### config.mk
export PLATFORM = sky130hd
export DESIGN_NAME = pzse_div
export DESIGN_NICKNAME = d
export VERILOG_FILES = /design/src/sv/pzse_pkg.sv /design/src/sv/pzse_div.sv
export SDC_FILE = /design/constraint.sdc
export NUM_CORES = 1
export LEC_CHECK = 0
export BUFFER_PORTS_ARGS = -buffer_cell sky130_fd_sc_hd__buf_2
export CORE_ASPECT_RATIO = 0.7
export CORE_UTILIZATION = 43
export DETAILED_ROUTE_END_ITERATION = 7
export GPL_TIMING_DRIVEN = 0
export SKIP_CTS_REPAIR_TIMING = 1
export SYNTH_ARGS = -nofsm -noshare
export SYNTH_HDL_FRONTEND = slang
export SYNTH_SLANG_ARGS = --single-unit
export TNS_END_PERCENT = 50
### constraint.sdc
create_clock -name clk -period 3.55 [get_ports clk]
set_clock_uncertainty 0.15 [all_clocks]
set_input_delay 0.355 -clock clk [delete_from_list [all_inputs] [get_ports clk]]
set_output_delay 0.355 -clock clk [all_outputs]
set_load 0.01 [all_outputs]
### src/sv/pzse_pkg.sv
`timescale 1ns / 1ps
package pzse_pkg;

    localparam int FRAME_WIDTH_DEF  = 200;
    localparam int FRAME_HEIGHT_DEF = 100;
    localparam int CUBE_STEPS_DEF   = 10;

    localparam int GRID_W     = 4;
    localparam int CELL_W     = 15;
    localparam int CHAR_W     = 8;
    localparam int TRIG_W     = 16;
    localparam int VD_W       = 8;
    localparam int OFF_W      = 7;
    localparam int CFG_IDX_W  = 3;
    localparam int CFG_DATA_W = 16;

    localparam int DEPTH_W = 16;
    localparam int SHADE_W = 4;
    localparam int ENTRY_W = DEPTH_W + SHADE_W;

    localparam int DIV_N_W = 48;
    localparam int DIV_D_W = 40;

    localparam logic [DEPTH_W-1:0] DEPTH_EMPTY  = 16'hFFFF;
    localparam logic [SHADE_W-1:0] BLANK_CODE   = 4'd12;
    localparam logic [SHADE_W-1:0] SHADE_MAX    = 4'd11;
    localparam logic [CHAR_W-1:0]  CHAR_NEWLINE = 8'd10;
    localparam logic [CHAR_W-1:0]  CHAR_SPACE   = 8'h20;

    typedef enum logic [CFG_IDX_W-1:0] {
        REG_COS_A,
        REG_SIN_A,
        REG_COS_B,
        REG_SIN_B,
        REG_VIEW_DISTANCE,
        REG_DEPTH_OFFSET
    } cfg_reg_t;

    typedef enum logic [4:0] {
        ST_CLEAR,
        ST_IDLE,
        ST_RCHK,
        ST_RMUL,
        ST_RWAIT,
        ST_Y1A,
        ST_Y1B,
        ST_Z1A,
        ST_Z1B,
        ST_RXA,
        ST_RXB,
        ST_RZA,
        ST_RZB,
        ST_NXM,
        ST_NYM,
        ST_ZTEST,
        ST_DIVX,
        ST_DIVY,
        ST_SYM,
        ST_POS,
        ST_PCHK,
        ST_SHADE,
        ST_PWR,
        ST_DONE
    } state_t;

    typedef struct packed {
        logic busy;
        logic done;
    } div_stat_t;

    function automatic logic [CHAR_W-1:0] ramp_char(input logic [SHADE_W-1:0] code);
        logic [CHAR_W-1:0] ch;
        case (code)
            4'd0:    ch = 8'h2E;
            4'd1:    ch = 8'h2C;
            4'd2:    ch = 8'h2D;
            4'd3:    ch = 8'h7E;
            4'd4:    ch = 8'h3A;
            4'd5:    ch = 8'h3B;
            4'd6:    ch = 8'h3D;
            4'd7:    ch = 8'h21;
            4'd8:    ch = 8'h2A;
            4'd9:    ch = 8'h23;
            4'd10:   ch = 8'h24;
            4'd11:   ch = 8'h40;
            default: ch = CHAR_SPACE;
        endcase
        return ch;
    endfunction

endpackage

### src/sv/pzse_div.sv
`timescale 1ns / 1ps
module pzse_div (
    input  logic                          clk,
    input  logic                          rst_n,
    input  logic                          start,
    input  logic [pzse_pkg::DIV_N_W-1:0]  dividend,
    input  logic [pzse_pkg::DIV_D_W-1:0]  divisor,
    output pzse_pkg::div_stat_t           stat,
    output logic [pzse_pkg::DIV_N_W-1:0]  quot
);
    import pzse_pkg::*;

    localparam int CNT_W = $clog2(DIV_N_W);

    logic               busy_reg;
    logic               done_reg;
    logic [CNT_W-1:0]   cnt_reg;
    logic [DIV_N_W-1:0] quot_reg;
    logic [DIV_D_W-1:0] rem_reg;
    logic [DIV_D_W-1:0] dvs_reg;

    logic [DIV_D_W:0]   shifted;
    logic [DIV_D_W+1:0] trial;
    logic               fits;

    assign shifted = {rem_reg, quot_reg[DIV_N_W-1]};
    assign trial   = {1'b0, shifted} - {2'b00, dvs_reg};
    assign fits    = !trial[DIV_D_W+1];

    always_ff @(posedge clk or negedge rst_n)
    begin
        if (!rst_n)
        begin
            busy_reg <= 1'b0;
            done_reg <= 1'b0;
            cnt_reg  <= '0;
        end
        else
        begin
            done_reg <= 1'b0;
            if (start && !busy_reg)
            begin
                busy_reg <= 1'b1;
                cnt_reg  <= '0;
            end
            else if (busy_reg)
            begin
                cnt_reg <= cnt_reg + 1'b1;
                if (cnt_reg == CNT_W'(DIV_N_W - 1))
                begin
                    busy_reg <= 1'b0;
                    done_reg <= 1'b1;
                end
            end
        end
    end

    always_ff @(posedge clk)
    begin
        if (start && !busy_reg)
        begin
            quot_reg <= dividend;
            rem_reg  <= '0;
            dvs_reg  <= divisor;
        end
        else if (busy_reg)
        begin
            // shift one dividend bit in, subtract when the divisor fits
            rem_reg  <= fits ? trial[DIV_D_W-1:0] : shifted[DIV_D_W-1:0];
            quot_reg <= {quot_reg[DIV_N_W-2:0], fits};
        end
    end

    assign stat.busy = busy_reg;
    assign stat.done = done_reg;
    assign quot      = quot_reg;
endmodule

## After elaboration in Yosys (flattened, before gate mapping)

Cells that the tools add are included.

| cells by class | value |
|---|---|
| add/sub/neg operators | 2 |
| eq/ne operators | 1 |
| multiplexer cells | 11 |
| reduce and logical (&&, ||, !) cells | 4 |

Operators by type and width:

| operator | number |
|---|---|
| two-way mux 48 bit | 2 |
| subtractor 41 x 40 -> 42 bit | 1 |
| two-way mux 40 bit | 1 |
| two-way mux 6 bit | 2 |
| adder 6 x 1 -> 6 bit (second input constant) | 1 |
| == test 6 bit (second input constant) | 1 |
| two-way mux 1 bit | 6 |
| zero test 1 bit | 2 |
| nonzero test 2 bit | 1 |
| logical AND 1 bit | 1 |

| word-level totals | value |
|---|---|
| bits in registers | 136 |
| bits of input ports | 91 |
| logic and storage cells | 24 |

## Depth between registers and ports, before layout

Gate-level depths: netlist of run 1.

| depth | value |
|---|---|
| word-level depth | 4 |
| mapped depth | 15 |
| depth with buffers taken out | 12 |

## Worst setup path after synthesis of run 1

OpenSTA, ideal clock, no wires.

| path | value |
|---|---|
| path type | reg-to-reg |
| start point | reg dvs_reg[22] |
| end point | reg quot_reg[0] (netlist: quot[0]), data pin |
| setup time | 0.270 ns |
| arrival | 2.576 ns |
| required time | 3.130 ns |
| setup slack | 0.553 ns |
| stages on the path, launching flop included | 15 |
| period minus slack after synthesis | 2.997 ns |
| path through | edfxtp_1 > inv_1 > ha_1 > buf_6 > and4_4 > and2_1 > a221o_1 > a21oi_2 > o21ai_2 > a211oi_4 > o211a_1 > buf_6 > buf_8 > buf_8 > a21oi_1 |

| on the way | value |
|---|---|
| cells in the longest elaborated chain, start to end | 4 |

Ends and longest elaborated chain:

| element | RTL line | source |
|---|---|---|
| start: declaration | pzse_div.sv:20 | `logic [DIV_D_W-1:0] dvs_reg;` |
| start signal: assignment | pzse_div.sv:64 | `dvs_reg <= divisor;` |
| subtractor 41 x 40 -> 42 bit | pzse_div.sv:27 | `assign trial = {1'b0, shifted} - {2'b00, dvs_reg};` |
| zero test 1 bit | pzse_div.sv:28 | `assign fits = !trial[DIV_D_W+1];` |
| two-way mux 48 bit | pzse_div.sv:66 | `else if (busy_reg)` |
| two-way mux 48 bit | pzse_div.sv:60 | `if (start && !busy_reg)` |
| end signal: assignment | pzse_div.sv:62 | `quot_reg <= dividend;` |
| end signal: assignment | pzse_div.sv:70 | `quot_reg <= {quot_reg[DIV_N_W-2:0], fits};` |
| end: declaration | pzse_div.sv:18 | `logic [DIV_N_W-1:0] quot_reg;` |

Every way passes these cells. The select of a mux whose other input is x is not followed.
A chain may end at the register's enable or synchronous reset.

## Final worst setup path of run 1

| path | value |
|---|---|
| start point | reg dvs_reg[1] |
| end point | reg quot_reg[0] (netlist: quot[0]), data pin |

Same word-level chain as after synthesis.

==> run metrics, run 1 <==
power share of the clock group 18.1%; vias 6728; Critical Path Source Type register; Sw Share 41.5%; max reg flops 48; Die Area approximately 0.019 mm^2; Worst Path Buf+Inv 4; Final Max Slew Viols 0; number of synthesized register bits 136; pin count of the biggest net entering global routing 44; hold depth 3; final setup fails 0; drc violations 0; Syn Inst Count between 800 and 900; Seq/Total Area, Yosys 47.2%; clk root buf clkbuf_16; hold crit path type in -> reg; Die X 162 um; ys flop type edfxtp_1; CP max stage delay roughly 0.42 ns; synth warn 0; share of cells above drive strength 1 21.0%; Final period util between 90% and 100%; max_cap viols 0; Max Clock Freq 291 MHz; syn_nets between 900 and 1000; worst-margin pin slew roughly 0.98 ns; part of the power in combinational logic 49.9%; Core Rows 40; sequential share of power about a third; Top cell by count, worst path buf_8; Worst Path Required 3.55 ns; total power 8910 uW; Post-synth EDFFs 88; Antenna Nets Post-Route 0; RePlAce Congestion around 0.93; initial antenna violation count 0; switching component of the power about 3700 uW; IO Port Bufs between 100 and 150; Mapped Area just under 0.008 mm^2; Yosys cell types 68; # clock sinks approximately 140; initial core utilization 44.5%; cts bufs inserted 17; cells on worst reg2reg path 13; FILL cells 1626; status finished, final reports clean; first-pass GRT wire length 31.5 mm; WL/cell 15.8 um; asr flop ratio synth under 10%; Die H between 100 and 150 um; Pleak 0.00437 uW; crit path kind reg -> reg; number of global-route vias before repair 5937; syn avg cell area 9.27 um^2; FF-to-FF setup slack 0.12 ns; H-Tree Depth 4; Layout area overhead 26.3%; Clk pin slew, worst setup/hold paths 0.06 ns; antenna cell count 0; fin crit period 3.43 ns; top cell type's share of synthesized area 34.2%; drt via density 5.24; worst path cell trace inv_1, ha_1, nor2b_1, o31a_1, a21oi_2, a21o_1, o21ai_2, a211oi_4, o211a_1, buf_6, buf_8, buf_8, a21oi_1; Final Hold Fails 0; Hold Path Sink quot[7]$_DFFE_PP_; Worst R2R Start dvs_reg[1]$_DFFE_PP_; final non-filler cell total 1283; Overall Global Routing Usage 22.2%; DRT Pass-1 Iters 7; cell taking the most area after synthesis edfxtp_1; hold path startpoint dividend[7]; Clk Latency, worst-skew pair 0.42 ns; io pins 141; Synth area leaders edfxtp_1, dfxtp_1, nand2_1; placed cells 1206; CTS tree done; DP Wirelength ~15 mm; Pwr Density 914 mW/mm^2; Int Pwr 5210 uW; Setup crit end kind register; slowest CP cell edfxtp_1; r2r endpoint quot[0]$_DFFE_PP_; number of stages on the worst setup path 13; CP arrival 3.44 ns; GRT overflow 0; CP Max Fanout 10; clk buf depth 2; drt initial violations just over 600; Core ar. 0.0174 mm^2; NumNets Final 1172; Peak VDD IR 0.371 mV; crit-path leading delay family compound AO/OA/AOI/OAI gates; Slew HR 33.9%; Routed WL roughly 20 mm
## how the worst max path moves through the flow
stage	from	slack, ns	end
2_1_floorplan	dvs_reg[22]$_DFFE_PP_	0.55	quot[0]$_DFFE_PP_
3_3_place_gp	dvs_reg[12]$_DFFE_PP_	-0.08	rem_reg[26]$_SDFFE_PP0P_
3_5_place_dp	rem_reg[11]$_SDFFE_PP0P_	-0.13	rem_reg[26]$_SDFFE_PP0P_
4_1_cts	rem_reg[11]$_SDFFE_PP0P_	-0.17	rem_reg[26]$_SDFFE_PP0P_
5_1_grt	dvs_reg[1]$_DFFE_PP_	-0.04	quot[0]$_DFFE_PP_
6_report	dvs_reg[1]$_DFFE_PP_	0.12	quot[0]$_DFFE_PP_
## stage by stage
step / hold slack (ns) / TNS (ns) / utilization (%) / cell area (um^2) / setup slack [ns]
after floorplan: -0.0906 / 0 / - / 7720 / 0.553
after global placement: 0.0580 / -2.24 / 50.2 / 8710 / -0.0802
after detailed placement: 0.0591 / -1.10 / 50.4 / 8750 / -0.131
after CTS: -0.387 / -1.45 / 53.5 / 9290 / -0.169
after global routing: 0.0325 / -0.0499 / 56.2 / 9760 / -0.0376
final: 0.0372 / 0 / 56.2 / 9760 / 0.116
## worst min-delay path: cells and delay by family
kind | cells | cell delay (ns)
and+or+nand+nor | 2 | 0.08
buffers and inverters | 1 | 0.07
## logic make-up after synthesis
group                    after synthesis  synth area share (%)
AO/OA/AOI/OAI                        183                  16.5
XOR/XNOR                              31                  3.52
adder cells (fa/ha/maj)               42                  6.90
buffers and inverters                102                  5.75
flip-flops                           136                  47.2
multiplexers                           4                 0.535
AND/OR/NAND/NOR                      335                  19.6
## routing by layer
layer	part of all wire, %	vias up	global-route usage [%]	routed length, um
met1	52	3135	34.5	10400
met5	0	-	0	0
met2	41	180	31.0	8370
li1	-	3399	-	-
met3	6.1	14	4.24	1240
met4	1.0	0	5.97	206
## power by group through the flow
stage	registers (uW)	clock network [uW]	logic [uW]
2_1_floorplan	2920	0	3010
3_3_place_gp	2880	0	4230
3_5_place_dp	2870	0	4290
4_1_cts	2850	1640	4310
5_1_grt	2930	1710	4960
6_report	2860	1610	4450
## synthesized netlist by cell type, types with 15 or more instances
master and instances:
a21o_1 22, edfxtp_1 88, inv_1 54, nor2_1 27
o21ai_0 34, xnor2_1 15, ha_1 41, a21oi_1 39
clkbuf_1 28, nand3_1 47, nand2_1 201, xor2_1 16
dfxtp_1 40
## cell usage in the layout (no fill, tap or decap), types with 6 or more instances in the layout
| master | count |
|---|---|
| xnor2_1 | 15 |
| ha_1 | 41 |
| clkbuf_1 | 27 |
| nand3_1 | 47 |
| dfrtp_1 | 8 |
| buf_4 | 6 |
| and3_1 | 6 |
| o21ai_0 | 34 |
| edfxtp_1 | 88 |
| a32oi_1 | 10 |
| nor3_1 | 7 |
| a21oi_1 | 37 |
| o311ai_1 | 13 |
| inv_1 | 53 |
| clkbuf_16 | 17 |
| nand3_2 | 9 |
| dfxtp_1 | 39 |
| dlygate4sd3_1 | 41 |
| nand4_1 | 12 |
| o31ai_1 | 8 |
| a21o_1 | 22 |
| xor2_1 | 16 |
| nor2_1 | 27 |
| o311ai_0 | 6 |
| buf_2 | 153 |
| nand2_1 | 201 |
## layout make-up
| type | count | area (um^2) | area share [%] |
|---|---|---|---|
| Buffer | 48 | 244 | 2.50 |
| Clock buffer | 18 | 429 | 4.40 |
| Clock inverter | 14 | 104 | 1.06 |
| Inverter | 54 | 203 | 2.08 |
| Multi-Input combinational cell | 595 | 3660 | 37.5 |
| Sequential cell | 136 | 3640 | 37.4 |
| Tap cell | 231 | 289 | 2.96 |
| Timing Repair Buffer | 187 | 1180 | 12.1 |
Power figures use the tool's default switching activity.
==> run 2, diff against run 1 <==
--- a/config.mk
+++ b/config.mk
@@ -6,10 +6,11 @@
 export NUM_CORES = 1
 export LEC_CHECK = 0
 export BUFFER_PORTS_ARGS = -buffer_cell sky130_fd_sc_hd__buf_2
-export CORE_ASPECT_RATIO = 0.7
+export CORE_ASPECT_RATIO = 0.75
 export CORE_UTILIZATION = 43
 export DETAILED_ROUTE_END_ITERATION = 7
 export GPL_TIMING_DRIVEN = 0
+export SETUP_SLACK_MARGIN = 0.3
 export SKIP_CTS_REPAIR_TIMING = 1
 export SYNTH_ARGS = -nofsm -noshare
 export SYNTH_HDL_FRONTEND = slang
==> run 2 against run 1 <==
First-iteration DRC count fell by 22%. Utilization rose by 1.3 points. Register-to-register slack improved by 0.28 ns. Largest cell class unchanged.
==> run metrics, run 2 (synthesis results as in run 1) <==
CP arrival 3.31 ns (-0.13 ns); sequential share of power 30.1% (-2.0 points); Pleak 0.00454 uW (+3.9%); FF-to-FF setup slack 0.40 ns (+0.28 ns); Antenna Nets Post-Route 0 (unchanged); Core ar. 0.0176 mm^2 (+1.4%); pin count of the biggest net entering global routing 41 (-6.8%); Routed WL 20.7 mm (+2.0%); share of cells above drive strength 1 23.9% (+2.9 points); drc violations 0 (unchanged); crit path kind reg -> reg; H-Tree Depth 4 (unchanged); pre-CTS setup slack -0.0696 ns (+0.0611 ns); Worst Path Required 3.71 ns (+0.16 ns); cts bufs inserted 17 (unchanged); status finished, final reports clean; switching component of the power 3890 uW (+5.0%); Max Clock Freq 317 MHz (+9.0%); clk root buf clkbuf_16; crit-path leading delay family compound AO/OA/AOI/OAI gates; most common cell after layout, fill and taps aside nand2_1; RSZ-0062 raised after global routing yes; RePlAce Congestion 0.886 (-4.5%); Final period util 88.8% (-8.0 points); CP max stage delay 0.38 ns (-0.04 ns); fin crit period 3.15 ns (-0.283 ns); io pins 141 (unchanged); initial core utilization 43.9% (-0.60 points); Slew HR 34.7% (+0.83 points); IO Port Bufs 140 (unchanged); Die H 118 um (+3.4%); Clk Latency, worst-skew pair 0.42 ns (about the same); Clk pin slew, worst setup/hold paths 0.07 ns (about the same); Setup crit end kind register; commonest cells after routing, fill and taps aside nand2_1, buf_2, edfxtp_1; Final Max Slew Viols 0 (unchanged); Overall Global Routing Usage 22.4% (+0.24 points); final instance area 0.0101 mm^2 (+3.7%); # clock sinks 136 (unchanged); DRT Pass-1 Iters 5 (-2); slowest CP cell ha_1; Peak VDD IR 0.429 mV (+16%); Core Util, Final 57.5% (+1.3 points); GRT overflow 0 (unchanged); initial antenna violation count 0 (unchanged); NumNets Final 1190 (+1.5%); cells on worst reg2reg path 13 (unchanged); DP Wirelength 14.7 mm (-0.15%); hold depth 3 (unchanged); Sw Share 40.9% (-0.62 points); first-pass GRT wire length 32.2 mm (+2.2%); part of the power in combinational logic 51.5% (+1.6 points); Worst R2R Start dvs_reg[11]$_DFFE_PP_; drt via density 5.23 (-0.34%); max reg flops 48 (unchanged); antenna cell count 0 (unchanged); clk buf depth 2 (unchanged); DP Area 0.00877 mm^2 (+0.16%); crit path launch dvs_reg[11]$_DFFE_PP_; r2r endpoint rem_reg[20]$_SDFFE_PP0P_; Hold Path Sink quot[13]$_DFFE_PP_; final setup fails 0 (unchanged); hold path startpoint dividend[13]; Core Rows 42 (+5.0%); hold crit path type in -> reg; CP Max Fanout 8 (-2); number of global-route vias before repair 6221 (+4.8%); Pwr Density 939 mW/mm^2 (+2.8%); power share of the clock group 18.4% (+0.3 points); drt initial violations 483 (-22%); worst-margin pin slew 0.976 ns (-0.00327 ns); vias 6857 (+1.9%); Layout area overhead 31.0%; Die X 157 um (-3.3%); max_cap viols 0 (unchanged); Critical Path Source Type register; Die Area 0.0185 mm^2 (about the same); WL/cell 15.8 um (-0.23%); Int Pwr 5620 uW (+7.7%); Final Hold Fails 0 (unchanged); worst path cell trace inv_1, ha_1, nand2_1, o21ai_1, and3b_1, a21o_1, o21ai_4, a211oi_4, o211a_1, buf_6, buf_4, a32o_1, a31o_2; Worst Path Buf+Inv 3 (-1); setup ws final 0.399 ns (+0.283 ns); CTS tree done
## run 2: cell count changes in the layout (fill, tap and decap cells not counted), moves of 3 or more
cell        delta
a21oi_1        -4
buf_2          -7
buf_4         +20
clkinvlp_4     -3
ha_1           -3
inv_6          +4
## run 2: worst max path at each step
stage	to	cells after the start
2_1_floorplan	quot[0]$_DFFE_PP_	14
3_3_place_gp	rem_reg[28]$_SDFFE_PP0P_	11
3_5_place_dp	rem_reg[26]$_SDFFE_PP0P_	11
4_1_cts	rem_reg[26]$_SDFFE_PP0P_	11
5_1_grt	rem_reg[20]$_SDFFE_PP0P_	13
6_report	rem_reg[20]$_SDFFE_PP0P_	13
## run 2: layer usage
layer	GRT usage [%]	up-vias	wire length, um
met5	0	-	0
met4	6.00	0	192
met3	4.34	15	1290
met2	32.0	204	8870
met1	34.1	3193	10300
li1	-	3445	-
## run 2: power groups by stage
stage / Sequential [uW] / Clock, uW / Combinational (uW)
floorplan: 2920 / 0 / 3010
global placement: 2870 / 0 / 4230
detailed placement: 2870 / 0 / 4280
CTS: 2850 / 1780 / 4300
global route: 2940 / 1840 / 5410
finish: 2860 / 1750 / 4890
## run 2: layout make-up
type                    instances  area, um^2
fillers                      1589        7490
multi-input cells             595        3750
flip-flops and latches        136        3640
repair buffers                205        1350
clock buffers                  17         425
well taps                     242         303
plain buffers                  48         280
inverters                      54         203
clock inverters                15         155
## run 2: stage by stage
step	power, uW	instances	setup TNS [ns]	hold slack [ns]
finish	9500	1312	0	0.0365
global route	10200	1312	0	0.0296
CTS	8940	1249	-0.739	-0.394
floorplan	5930	833	0	-0.0906
detailed placement	7150	1217	-0.280	0.0558
global placement	7100	1215	-1.09	0.0569
## run 2: worst min-delay path, delay by kind of cell
family                 cells  cell delay [ns]
buffers and inverters      1             0.07
AND/OR/NAND/NOR            2             0.08
